$ cat config.mk
export PLATFORM = sky130hd
export DESIGN_NAME = base64_codec
export DESIGN_NICKNAME = d
export VERILOG_FILES = /design/src/sv/b64_pkg.sv /design/src/sv/b64_front.sv /design/src/sv/b64_fifo.sv /design/src/sv/b64_back.sv /design/src/sv/base64_codec.sv
export SDC_FILE = /design/constraint.sdc
export NUM_CORES = 1
export LEC_CHECK = 0
export BUFFER_PORTS_ARGS = -buffer_cell sky130_fd_sc_hd__buf_4
export CAP_MARGIN = 20
export CORE_ASPECT_RATIO = 1.1
export CORE_MARGIN = 2
export CORE_UTILIZATION = 40
export DETAILED_ROUTE_END_ITERATION = 12
export HOLD_SLACK_MARGIN = 0.02
export PLACE_DENSITY = 0.68
export SYNTH_ARGS = -nofsm -noshare
export SYNTH_HDL_FRONTEND = slang
export SYNTH_SLANG_ARGS = --single-unit
$ cat constraint.sdc
create_clock -name clk_i -period 4.2 [get_ports clk_i]
set_clock_uncertainty 0.1 [all_clocks]
set_input_delay 0.21 -clock clk_i [delete_from_list [all_inputs] [get_ports clk_i]]
set_output_delay 0.21 -clock clk_i [all_outputs]
set_load 0.02 [all_outputs]
$ cat src/sv/b64_pkg.sv
package b64_pkg;

  // most results that one accepted request can cause: four characters and a terminator
  localparam int unsigned MaxResults = 5;
  localparam int unsigned CntWidth   = $clog2(MaxResults + 1);

  // configuration register indexes
  localparam logic CFG_MODE       = 1'b0;
  localparam logic CFG_APPEND_NUL = 1'b1;

  // mode register codes
  localparam logic MODE_ENCODE = 1'b0;
  localparam logic MODE_DECODE = 1'b1;

  localparam logic [7:0] PAD_CHAR = 8'h3d;

  // results of one request, handed from the front end to the emitter
  typedef struct packed {
    logic [MaxResults-1:0][7:0] bytes;
    logic [CntWidth-1:0]        cnt;
    logic                       last;
    logic                       err;
  } b64_rec_t;

  // 6-bit value to alphabet character
  function automatic logic [7:0] enc_char(input logic [5:0] v);
    logic [7:0] w;
    w = {2'b00, v};
    if (v < 6'd26) begin
      enc_char = w + 8'h41;
    end else if (v < 6'd52) begin
      enc_char = w + 8'h47;
    end else if (v < 6'd62) begin
      enc_char = w - 8'h04;
    end else if (v == 6'd62) begin
      enc_char = 8'h2b;
    end else begin
      enc_char = 8'h2f;
    end
  endfunction

  // alphabet character to 6-bit value, anything else gives zero
  function automatic logic [5:0] dec_value(input logic [7:0] c);
    logic [7:0] t;
    t = 8'h00;
    if (c >= 8'h41 && c <= 8'h5a) begin
      t = c - 8'h41;
    end else if (c >= 8'h61 && c <= 8'h7a) begin
      t = c - 8'h47;
    end else if (c >= 8'h30 && c <= 8'h39) begin
      t = c + 8'h04;
    end else if (c == 8'h2b) begin
      t = 8'd62;
    end else if (c == 8'h2f) begin
      t = 8'd63;
    end
    dec_value = t[5:0];
  endfunction

endpackage

$ cat src/sv/b64_front.sv
module b64_front (
  input  logic             clk_i,
  input  logic             rst_ni,
  input  logic             mode_i,
  input  logic             append_nul_i,
  input  logic             in_valid_i,
  input  logic [7:0]       in_byte_i,
  input  logic             in_end_i,
  output logic             in_ready_o,
  input  logic             q_full_i,
  output logic             push_o,
  output b64_pkg::b64_rec_t rec_o
);
  import b64_pkg::*;

  logic [23:0] group_bits_q, group_bits_d;
  logic [1:0]  group_count_q, group_count_d;
  logic        pad_seen_q, pad_seen_d;

  logic [2:0]          total;
  logic [23:0]         bits;
  logic [CntWidth-1:0] n;
  logic                err;
  logic                take;
  logic [7:0]          c0, c1, c2, c3;
  logic [5:0]          v0, v1, v2, v3;
  logic                pad_next;
  b64_rec_t            rec;

  assign in_ready_o = !q_full_i;
  assign take       = in_valid_i && !q_full_i;

  assign c0 = group_bits_q[23:16];
  assign c1 = group_bits_q[15:8];
  assign c2 = group_bits_q[7:0];
  assign c3 = in_byte_i;
  assign v0 = dec_value(c0);
  assign v1 = dec_value(c1);
  assign v2 = dec_value(c2);
  assign v3 = dec_value(c3);

  always_comb begin
    total    = {1'b0, group_count_q} + 3'd1;
    bits     = {group_bits_q[15:0], in_byte_i};
    n        = '0;
    err      = 1'b0;
    pad_next = pad_seen_q;
    rec      = '0;
    if (mode_i == MODE_ENCODE) begin
      if (total >= 3'd3) begin
        rec.bytes[0] = enc_char(bits[23:18]);
        rec.bytes[1] = enc_char(bits[17:12]);
        rec.bytes[2] = enc_char(bits[11:6]);
        rec.bytes[3] = enc_char(bits[5:0]);
        n     = CntWidth'(4);
        total = 3'd0;
        bits  = '0;
      end else if (in_end_i && total == 3'd1) begin
        rec.bytes[0] = enc_char(bits[7:2]);
        rec.bytes[1] = enc_char({bits[1:0], 4'b0000});
        rec.bytes[2] = PAD_CHAR;
        rec.bytes[3] = PAD_CHAR;
        n = CntWidth'(4);
      end else if (in_end_i && total == 3'd2) begin
        rec.bytes[0] = enc_char(bits[15:10]);
        rec.bytes[1] = enc_char({bits[9:8], bits[7:4]});
        rec.bytes[2] = enc_char({bits[3:0], 2'b00});
        rec.bytes[3] = PAD_CHAR;
        n = CntWidth'(4);
      end
    end else begin
      if (total == 3'd4) begin
        if (!pad_seen_q) begin
          rec.bytes[0] = {v0, v1[5:4]};
          n = CntWidth'(1);
          if (c1 == PAD_CHAR || c2 == PAD_CHAR) begin
            pad_next = 1'b1;
          end else begin
            rec.bytes[1] = {v1[3:0], v2[5:2]};
            n = CntWidth'(2);
            if (c2 == PAD_CHAR || c3 == PAD_CHAR) begin
              pad_next = 1'b1;
            end else begin
              rec.bytes[2] = {v2[1:0], v3};
              n = CntWidth'(3);
            end
          end
        end
        total = 3'd0;
        bits  = '0;
      end
      if (in_end_i && total != 3'd0) begin
        err = 1'b1;
      end
    end
    // terminator slot is already zero, only the count grows
    if (in_end_i && (append_nul_i || n == '0)) begin
      n = n + CntWidth'(1);
    end
    rec.cnt  = n;
    rec.last = in_end_i;
    rec.err  = err;
  end

  always_comb begin
    group_bits_d  = group_bits_q;
    group_count_d = group_count_q;
    pad_seen_d    = pad_seen_q;
    if (take) begin
      if (in_end_i) begin
        group_bits_d  = '0;
        group_count_d = '0;
        pad_seen_d    = 1'b0;
      end else begin
        group_bits_d  = bits;
        group_count_d = total[1:0];
        pad_seen_d    = pad_next;
      end
    end
  end

  always_ff @(posedge clk_i or negedge rst_ni) begin
    if (!rst_ni) begin
      group_bits_q  <= '0;
      group_count_q <= '0;
      pad_seen_q    <= 1'b0;
    end else begin
      group_bits_q  <= group_bits_d;
      group_count_q <= group_count_d;
      pad_seen_q    <= pad_seen_d;
    end
  end

  assign push_o = take && (rec.cnt != '0);
  assign rec_o  = rec;

endmodule

$ cat src/sv/b64_fifo.sv
module b64_fifo #(
  parameter int unsigned Depth = 2
) (
  input  logic             clk_i,
  input  logic             rst_ni,
  input  logic             push_i,
  input  b64_pkg::b64_rec_t wdata_i,
  output logic             full_o,
  input  logic             pop_i,
  output logic             valid_o,
  output b64_pkg::b64_rec_t rdata_o
);
  import b64_pkg::*;

  localparam int unsigned PtrWidth = (Depth > 1) ? $clog2(Depth) : 1;
  localparam int unsigned NumWidth = $clog2(Depth + 1);

  b64_rec_t             mem_q [Depth];
  logic [PtrWidth-1:0]  wr_ptr_q, wr_ptr_d;
  logic [PtrWidth-1:0]  rd_ptr_q, rd_ptr_d;
  logic [NumWidth-1:0]  num_q, num_d;
  logic                 do_push, do_pop;

  assign full_o  = (num_q == NumWidth'(Depth));
  assign valid_o = (num_q != '0);
  assign rdata_o = mem_q[rd_ptr_q];
  assign do_push = push_i && !full_o;
  assign do_pop  = pop_i && valid_o;

  always_comb begin
    wr_ptr_d = wr_ptr_q;
    rd_ptr_d = rd_ptr_q;
    num_d    = num_q;
    if (do_push) begin
      wr_ptr_d = (wr_ptr_q == PtrWidth'(Depth - 1)) ? '0 : wr_ptr_q + PtrWidth'(1);
    end
    if (do_pop) begin
      rd_ptr_d = (rd_ptr_q == PtrWidth'(Depth - 1)) ? '0 : rd_ptr_q + PtrWidth'(1);
    end
    if (do_push && !do_pop) begin
      num_d = num_q + NumWidth'(1);
    end else if (do_pop && !do_push) begin
      num_d = num_q - NumWidth'(1);
    end
  end

  always_ff @(posedge clk_i or negedge rst_ni) begin
    if (!rst_ni) begin
      wr_ptr_q <= '0;
      rd_ptr_q <= '0;
      num_q    <= '0;
    end else begin
      wr_ptr_q <= wr_ptr_d;
      rd_ptr_q <= rd_ptr_d;
      num_q    <= num_d;
    end
  end

  always_ff @(posedge clk_i) begin
    if (do_push) begin
      mem_q[wr_ptr_q] <= wdata_i;
    end
  end

endmodule

$ cat src/sv/b64_back.sv
module b64_back (
  input  logic             clk_i,
  input  logic             rst_ni,
  input  logic             rec_valid_i,
  input  b64_pkg::b64_rec_t rec_i,
  output logic             pop_o,
  input  logic             out_ready_i,
  output logic             out_valid_o,
  output logic [7:0]       out_byte_o,
  output logic             out_last_o,
  output logic             out_err_o
);
  import b64_pkg::*;

  b64_rec_t            work_q, work_d;
  logic                work_valid_q, work_valid_d;
  logic [CntWidth-1:0] idx_q, idx_d;
  logic                out_valid_q, out_valid_d;
  logic [7:0]          out_byte_q, out_byte_d;
  logic                out_last_q, out_last_d;
  logic                out_err_q, out_err_d;

  logic       out_free, advance, work_done, load;
  logic [7:0] cur_byte;

  assign out_free  = !out_valid_q || out_ready_i;
  assign advance   = work_valid_q && out_free;
  assign work_done = advance && (idx_q == work_q.cnt - CntWidth'(1));
  assign load      = rec_valid_i && (!work_valid_q || work_done);
  assign pop_o     = load;

  always_comb begin
    case (idx_q)
      CntWidth'(0): cur_byte = work_q.bytes[0];
      CntWidth'(1): cur_byte = work_q.bytes[1];
      CntWidth'(2): cur_byte = work_q.bytes[2];
      CntWidth'(3): cur_byte = work_q.bytes[3];
      CntWidth'(4): cur_byte = work_q.bytes[4];
      default:      cur_byte = 8'h00;
    endcase
  end

  always_comb begin
    work_d       = work_q;
    work_valid_d = work_valid_q;
    idx_d        = idx_q;
    if (load) begin
      work_d       = rec_i;
      work_valid_d = 1'b1;
      idx_d        = '0;
    end else if (work_done) begin
      work_valid_d = 1'b0;
    end else if (advance) begin
      idx_d = idx_q + CntWidth'(1);
    end
  end

  always_comb begin
    out_valid_d = out_valid_q;
    out_byte_d  = out_byte_q;
    out_last_d  = out_last_q;
    out_err_d   = out_err_q;
    if (advance) begin
      out_valid_d = 1'b1;
      out_byte_d  = cur_byte;
      out_last_d  = work_done && work_q.last;
      out_err_d   = work_done && work_q.err;
    end else if (out_ready_i) begin
      out_valid_d = 1'b0;
    end
  end

  always_ff @(posedge clk_i or negedge rst_ni) begin
    if (!rst_ni) begin
      work_valid_q <= 1'b0;
      idx_q        <= '0;
      out_valid_q  <= 1'b0;
    end else begin
      work_valid_q <= work_valid_d;
      idx_q        <= idx_d;
      out_valid_q  <= out_valid_d;
    end
  end

  always_ff @(posedge clk_i) begin
    work_q     <= work_d;
    out_byte_q <= out_byte_d;
    out_last_q <= out_last_d;
    out_err_q  <= out_err_d;
  end

  assign out_valid_o = out_valid_q;
  assign out_byte_o  = out_byte_q;
  assign out_last_o  = out_last_q;
  assign out_err_o   = out_err_q;

endmodule

$ cat src/sv/base64_codec.sv
// streaming base64 codec, standard alphabet
// slave side takes one byte per request: message bytes when encoding, characters when
// decoding; tlast marks the final request of a message
// master side gives one byte per request: characters or decoded bytes, then an optional
// zero terminator; tlast marks the final result of a message, tuser flags a decode
// message whose length was not a multiple of four
// mode and append_nul are set through the write port; the user must do so only while
// the codec is idle, the codec itself does not enforce it
// a request is classified in the cycle it is accepted; its results (none to five) go into
// a small record queue and the emitter drains them one byte per cycle while the output
// register is free; records pass the queue and the emitter's work register, their bytes
// then the output register on the way to the master side
// encoding gives four results per three requests, decoding takes one request a cycle
// a stalled receiver holds the output register; the emitter and the queue fill up and
// then tready drops, with the front end waiting on the queue
// reset empties the queue and the emitter, clears the open group, mode goes to encode
// and append_nul to one
module base64_codec #(
  parameter int unsigned QueueDepth = 2
) (
  input  logic       clk_i,
  input  logic       rst_ni,
  // configuration writes
  input  logic       cfg_we_i,
  input  logic       cfg_idx_i,
  input  logic       cfg_data_i,
  // slave side
  input  logic       s_axis_tvalid_i,
  output logic       s_axis_tready_o,
  input  logic [7:0] s_axis_tdata_i,   // data_byte
  input  logic       s_axis_tlast_i,   // msg_end
  // master side
  output logic       m_axis_tvalid_o,
  input  logic       m_axis_tready_i,
  output logic [7:0] m_axis_tdata_o,   // out_byte
  output logic       m_axis_tlast_o,   // out_last
  output logic       m_axis_tuser_o    // error
);
  import b64_pkg::*;

  logic     mode_q, mode_d;
  logic     append_nul_q, append_nul_d;
  logic     q_full, push, pop, q_valid;
  b64_rec_t push_rec, head_rec;

  // configuration registers
  always_comb begin
    mode_d       = mode_q;
    append_nul_d = append_nul_q;
    if (cfg_we_i) begin
      case (cfg_idx_i)
        CFG_MODE:       mode_d       = cfg_data_i;
        CFG_APPEND_NUL: append_nul_d = cfg_data_i;
        default: ;
      endcase
    end
  end

  always_ff @(posedge clk_i or negedge rst_ni) begin
    if (!rst_ni) begin
      mode_q       <= MODE_ENCODE;
      append_nul_q <= 1'b1;
    end else begin
      mode_q       <= mode_d;
      append_nul_q <= append_nul_d;
    end
  end

  // front end: group tracking and result building
  b64_front u_front (
    .clk_i       (clk_i),
    .rst_ni      (rst_ni),
    .mode_i      (mode_q),
    .append_nul_i(append_nul_q),
    .in_valid_i  (s_axis_tvalid_i),
    .in_byte_i   (s_axis_tdata_i),
    .in_end_i    (s_axis_tlast_i),
    .in_ready_o  (s_axis_tready_o),
    .q_full_i    (q_full),
    .push_o      (push),
    .rec_o       (push_rec)
  );

  // record queue between classification and emission
  b64_fifo #(
    .Depth(QueueDepth)
  ) u_fifo (
    .clk_i  (clk_i),
    .rst_ni (rst_ni),
    .push_i (push),
    .wdata_i(push_rec),
    .full_o (q_full),
    .pop_i  (pop),
    .valid_o(q_valid),
    .rdata_o(head_rec)
  );

  // emitter: one byte per cycle into the output register while that register is free
  b64_back u_back (
    .clk_i      (clk_i),
    .rst_ni     (rst_ni),
    .rec_valid_i(q_valid),
    .rec_i      (head_rec),
    .pop_o      (pop),
    .out_ready_i(m_axis_tready_i),
    .out_valid_o(m_axis_tvalid_o),
    .out_byte_o (m_axis_tdata_o),
    .out_last_o (m_axis_tlast_o),
    .out_err_o  (m_axis_tuser_o)
  );

endmodule

==> run_results.csv, run 1 <==
group,metric,value,unit
critical_path,end_kind,"flop",
critical_path,cp.arrival,3840,ps
placement,io_buffers,27,
detailed_routing,detail_route.vias_per_cell,6.36,
critical_path,critPathKind,"flop to flop",
critical_path,worstPathMaxFanout,37,
synth,ys_warn_count,0,
placement,place_area,12100,um2
synth,synth_nets,1308,
synth,synth_area,11400,um2
critical_path,critPathTopFamily,"simple AND/OR/NAND/NOR gates",
detailed_routing,postRouteWirelength,36.1,mm
synth,avgSynthCellArea,9.37,um2
floorplan,die_w,165,um
detailed_routing,drcViolationCount,0,
synth,yosysSeqAreaShare,0.401,
synth,synth_flop_cell,"edfxtp_1",
critical_path,cp.depth,11,
clock_tree,cts-htree-levels,4,
placement,dp_cells,1567,
global_routing,gr-total-overflow,0,
critical_path,crit_top_cell,"ha_1",
synth,syn_inst,1221,
layout,nets,1315,
layout,most-common-layout-cells,"edfxtp_1 (121), nand2_1 (108), o21ai_0 (93), a21oi_1 (87), ha_1 (71)",
detailed_routing,drt_pre_antenna_iters,9,
clock_tree,cts-root-buf,"clkbuf_16",
critical_path,max_stage_delay,790,ps
floorplan,coreArea,27900,um2
global_routing,grt_max_degree,42,
placement,dp_hpwl,26.4,mm
timing,clock.fmax,256,MHz
timing,fin_crit_sh,0.929,
global_routing,grt_pass1_vias,9739,
placement,gp_congestion,0.981,
pwr,clockPowerShare,0.196,
global_routing,antenna_found_initial,0,
detailed_routing,vias,10200,
floorplan,placement_rows,64,
timing,relSlewSlack,0.297,
outcome,outcome,"finished clean",
timing,hold_viol,0,
timing,slew_violations,0,
global_routing,grt_use_total,0.244,
timing,finalSetupTns,0,ps
pwr,combPwrFrac,0.493,
detailed_routing,ant_nets,0,
floorplan,dieArea,30000,um2
hold_path,worstHoldPathType,"input port to flop",
floorplan,die_h,181,um
critical_path,rr_worst_depth,11,
pwr,ir_drop,0.415,mV
layout,final_common_cell,"edfxtp_1",
critical_path,path_cells,"ha_1 > nor3b_2 > a31oi_1 > a41o_1 > ha_1 > o21ai_0 > nor2_1 > o22a_1 > o21ai_1 > buf_4 > nor2_4",
clock_tree,clock_sinks,159,
hold_path,worstHoldStart,"s_axis_tlast_i",
pwr,power_frac_seq,0.311,
critical_path,endpoint,"u_fifo.mem_q[1][31]",
layout,area_delta_synth_final,11.7,%
global_routing,grt_pass1_wl,56.7,mm
timing,setup_viol,0,
layout,nFillCells,2671,
critical_path,crit_buf_inv,1,
critical_path,crit_path_top_delay_cell,"nor2_4",
clock_tree,clock_path_buffers,2,
pwr,p_switching,3.60,mW
critical_path,startpoint_type,"flop",
detailed_routing,wl_per_cell,22.5,um
critical_path,critPathRequiredTime,4140,ps
floorplan,num_io_pins,28,
critical_path,r2r_setup_slack,300,ps
layout,final_cells,1604,
pwr,powerDensity,645,nW/um2
clock_tree,cts_resized,0,
clock_tree,clkLatencyLatePin,430,ps
critical_path,crit_start,"u_front.group_bits_q[13]",
pwr,p_int,4.63,mW
synth,synth.distinct_cells,80,
layout,diodes,0,
clock_tree,clk_pin_slew,80,ps
timing,post-route-min-period,3900,ps
timing,whs,49.4,ps
pwr,netSwitchingFraction,0.438,
critical_path,reg2reg_to,"u_fifo.mem_q[1][31]",
synth,ys_ff_latch,159,
clock_tree,cts_tree,"yes",
synth,synth_edf_count,121,
synth,async_flop_share,0.239,
timing,tightest_slew,1050,ps
clock_tree,cts_buffers,17,
layout,drive_gt1_frac,0.129,
layout,fin_util,0.457,
job,cap_viol_max_count,0,
layout,postLayoutCellArea,12800,um2
detailed_routing,drt-initial-drc-count,1308,
floorplan,start_util,0.409,
pwr,leakagePower,4.76,nW
critical_path,timing.rr.start,"u_front.group_bits_q[13]",
timing,rsz0062_at_grt,"false",
-- worst register-to-register path, delay by kind of cell, from the launching register on --
| kind | cells | cell delay (ps) |
|---|---|---|
| buffers and inverters | 1 | 180 |
| AND/OR/NAND/NOR | 3 | 1240 |
| flip-flops | 1 | 510 |
| AO/OA/AOI/OAI | 5 | 1020 |
| adder cells (fa/ha/maj) | 2 | 460 |
-- metal layers --
| metal | track usage | vias up | wire (um) |
|---|---|---|---|
| li1 | - | 4640 | - |
| met1 | 0.330 | 4910 | 15100 |
| met2 | 0.392 | 564 | 17000 |
| met3 | 0.0347 | 86 | 2580 |
| met4 | 0.0974 | 0 | 1410 |
| met5 | 0 | - | 0 |
-- stage by stage --
step,setup slack [ps],power [mW]
after detailed placement,323,6.55
after global placement,387,6.47
after global routing,22.4,8.71
after floorplan,-401,5.22
final,296,8.24
after CTS,285,8.19
-- how the worst min path moves through the flow --
stage / end / cells after the start
CTS: u_front.pad_seen_q / 2
global route: u_fifo.mem_q[1][1] / 1
floorplan: mode_q / 0
detailed placement: u_front.group_bits_q[15] / 1
global placement: u_front.group_bits_q[6] / 1
finish: u_front.pad_seen_q / 2
-- area by class of cell --
class,count,area (um2),share of cell area
flip-flops and latches,159,4590,0.359
clock buffers,17,425,0.0333
multi-input cells,914,6320,0.495
well taps,363,454,0.0355
clock inverters,15,189,0.0148
repair buffers,74,568,0.0444
inverters,62,233,0.0182
-- cells in the mapped netlist, types with 7 or more instances --
library cell	number	area (um2)
xnor2_1	39	342
o311ai_0	12	105
nor2_1	54	203
mux2_2	39	439
a311oi_1	8	70.1
xor2_1	9	78.8
nand4_1	15	93.8
nand2b_1	17	106
a31oi_1	16	100
a211oi_1	18	135
ha_1	71	888
a22o_1	7	61.3
nand2_1	108	405
o21a_1	7	52.6
a222oi_1	8	80.1
clkinv_1	7	26.3
and2_1	11	68.8
a211o_1	9	78.8
o21ai_0	93	465
a311o_1	7	70.1
and3_1	11	68.8
or3_1	13	81.3
buf_1	9	33.8
a21oi_1	88	440
a221oi_1	9	78.8
inv_1	54	203
nor3_1	41	205
dfrtp_1	37	926
nor2b_1	15	93.8
clkbuf_1	70	263
o31ai_1	7	52.6
mux2i_1	7	70.1
a21o_1	13	97.6
nand3_1	35	175
o211ai_1	21	158
edfxtp_1	121	3630
-- sequential cells by signal, summed over array words and instances (netlist names) --
| name | count |
|---|---|
| append_nul_q | 1 |
| mode_q | 1 |
| u_back.idx_q | 3 |
| u_back.out_byte_o | 8 |
| u_back.out_err_o | 1 |
| u_back.out_last_o | 1 |
| u_back.out_valid_o | 1 |
| u_back.work_q | 37 |
| u_back.work_valid_q | 1 |
| u_fifo.mem_q | 74 |
| u_fifo.num_q | 2 |
| u_fifo.rd_ptr_q | 1 |
| u_fifo.wr_ptr_q | 1 |
| u_front.group_bits_q | 24 |
| u_front.group_count_q | 2 |
| u_front.pad_seen_q | 1 |
-- timing repair --
action / in CTS / in global routing
hold endpoints to repair: 40 / 0
setup buffers: 0 / 0
hold buffers: 5 / 0
-- power groups by stage --
stage | Clock [mW] | Sequential [mW] | Combinational, mW
floorplan | 0 | 2.58 | 2.63
global placement | 0 | 2.56 | 3.91
detailed placement | 0 | 2.59 | 3.96
CTS | 1.64 | 2.56 | 3.99
global route | 1.72 | 2.61 | 4.39
finish | 1.62 | 2.56 | 4.06
-- logic make-up after synthesis --
| family | share of synthesized area |
|---|---|
| buf+inv | 0.0499 |
| xor+xnor | 0.0367 |
| mux | 0.0445 |
| simple gates | 0.158 |
| fa+ha+maj | 0.0776 |
| flops | 0.401 |
| compound gates | 0.233 |
(Power assumes the default switching activity.)
==> run 2: changes to the inputs <==
Settings changed: RECOVER_POWER set to 100.
==> run 2 against run 1 <==
The flow now finishes with violations (max-capacitance violations, max-slew violations). Wire length is 0.30% lower. Sequential share of layout area rose by 0.28 points. Clock power hardly changed. Cell area down 0.77%. Worst hold slack worse by 9.1 ps. Critical endpoint is now u_fifo.mem_q[0][28]. Largest power group unchanged.
==> run_results.csv, run 2 (same netlist as run 1, synthesis figures left out) <==
group,metric,value,unit
layout,largest_reg_flops,74,
layout,postLayoutCellArea,12700,um2
critical_path,end_kind,"flop",
critical_path,startpoint_type,"flop",
floorplan,placement_rows,64,
timing,fin_crit_sh,0.941,
placement,io_buffers,27,
timing,clock.fmax,253,MHz
critical_path,critPathKind,"flop to flop",
timing,slew_violations,78,
critical_path,max_stage_delay,780,ps
clock_tree,postCtsHoldBufs,5,
detailed_routing,wl_per_cell,22.4,um
hold_path,worstHoldPathType,"input port to flop",
detailed_routing,ant_nets,0,
layout,final-seq-area,4590,um2
clock_tree,cts_resized,0,
clock_tree,clk_pin_slew,80,ps
pwr,power,8.17,mW
outcome,outcome,"complete, but fails checks",
layout,final_common_cell,"edfxtp_1",
placement,dp_hpwl,26.4,mm
global_routing,grt_pass1_vias,9739,
layout,regMostFlops,"u_fifo.mem_q",
floorplan,start_util,0.409,
global_routing,gr-total-overflow,0,
layout,reg_top3,"u_fifo.mem_q (74), u_back.work_q (37), u_front.group_bits_q (24)",
clock_tree,cts_buffers,17,
timing,rsz0062_at_grt,"false",
critical_path,critPathTopFamily,"compound AO/OA/AOI/OAI gates",
layout,nFillCells,2674,
timing,tightest_slew,2400,ps
critical_path,crit_path_top_delay_cell,"clkbuf_1",
clock_tree,cts_setup_buffers,0,
clock_tree,clock_path_buffers,2,
critical_path,worstPathMaxFanout,19,
critical_path,crit_buf_inv,2,
placement,place_area,12100,um2
global_routing,grt_pass1_wl,56.7,mm
outcome,violations,"max-capacitance violations, max-slew violations",
layout,multi_input_area,6310,um2
timing,hold_viol,0,
pwr,ir_drop,0.396,mV
clock_tree,cts-htree-levels,4,
clock_tree,cts_tree,"yes",
detailed_routing,detail_route.vias_per_cell,6.36,
critical_path,path_cells,"clkbuf_1 > inv_1 > ha_1 > nand2b_1 > a32oi_1 > o21ai_0 > o31ai_1 > a21oi_1 > o311ai_0",
critical_path,cp.arrival,4000,ps
timing,post-route-min-period,3950,ps
pwr,powerDensity,644,nW/um2
clock_tree,cts-root-buf,"clkbuf_16",
pwr,leakagePower,4.68,nW
job,cap_viol_max_count,2,
clock_tree,clock_sinks,159,
layout,drive_gt1_frac,0.0999,
detailed_routing,vias,10200,
floorplan,die_w,165,um
timing,setup_viol,0,
floorplan,num_io_pins,28,
floorplan,die_h,181,um
critical_path,critPathRequiredTime,4240,ps
floorplan,coreArea,27900,um2
layout,area_delta_synth_final,10.8,%
clock_tree,clkLatencyLatePin,440,ps
detailed_routing,drt-initial-drc-count,1318,
detailed_routing,drcViolationCount,0,
placement,gp_congestion,0.981,
floorplan,dieArea,30000,um2
global_routing,antenna_found_initial,0,
detailed_routing,drt_pre_antenna_iters,6,
timing,relSlewSlack,-0.597,
global_routing,grt_max_degree,42,
layout,nets,1315,
layout,most-common-layout-cells,"edfxtp_1 (121), nand2_1 (108), o21ai_0 (93), a21oi_1 (87), ha_1 (71)",
global_routing,grt_use_total,0.244,
layout,diodes,0,
detailed_routing,postRouteWirelength,36.0,mm
## run 2: cell count changes in the layout (fill, tap and decap cells not counted)
| cell | delta |
|---|---|
| clkbuf_4 | +2 |
| clkbuf_2 | +1 |
| buf_4 | -24 |
| a211oi_1 | +1 |
| and2_1 | -1 |
| and2_0 | +1 |
| mux2_2 | -14 |
| a2111oi_2 | +1 |
| a211oi_2 | -1 |
| a2111oi_4 | -1 |
| mux2_1 | +14 |
| clkbuf_1 | +21 |
## run 2: report_power, final
| part | switching (mW) | internal [mW] |
|---|---|---|
| Sequential | 0.230 | 2.33 |
| Clock | 0.755 | 0.862 |
| Combinational | 2.61 | 1.38 |
## run 2: worst paths after layout
check	cells past startpoint	start	end	slack, ps
max	9	u_front.group_bits_q[0]	u_fifo.mem_q[0][28]	250
min	2	s_axis_tlast_i	u_front.pad_seen_q	40
max reg2reg	9	u_front.group_bits_q[0]	u_fifo.mem_q[0][28]	250
min reg2reg	1	u_fifo.num_q[1]	u_fifo.num_q[1]	410
max in group asynchronous	2	rst_ni	u_fifo.num_q[1]	1680
min in group asynchronous	2	rst_ni	u_front.group_bits_q[15]	940
## run 2: routing by layer
layer	share of wire	vias up	global-route usage
li1	-	4636	-
met1	0.41	4930	0.330
met2	0.47	546	0.392
met3	0.073	95	0.0347
met4	0.039	0	0.0974
met5	0	-	0
## run 2: cell type report
| type | count | share of cell area |
|---|---|---|
| inverters | 62 | 0.0184 |
| repair buffers | 74 | 0.0384 |
| flip-flops and latches | 159 | 0.362 |
| clock inverters | 15 | 0.0149 |
| multi-input cells | 914 | 0.497 |
| well taps | 363 | 0.0358 |
| clock buffers | 17 | 0.0335 |
## run 2: metrics by stage
step | worst slack, ps | hold WS (ps) | cells | utilization | setup TNS (ps)
detailed placement | 323 | 145 | 1567 | 0.434 | 0
CTS | 285 | 29.1 | 1604 | 0.457 | 0
global placement | 387 | 146 | 1567 | 0.434 | 0
finish | 248 | 40.3 | 1604 | 0.454 | 0
global route | 22.4 | 49.1 | 1604 | 0.454 | 0
floorplan | -401 | -186 | 1221 | - | -29670
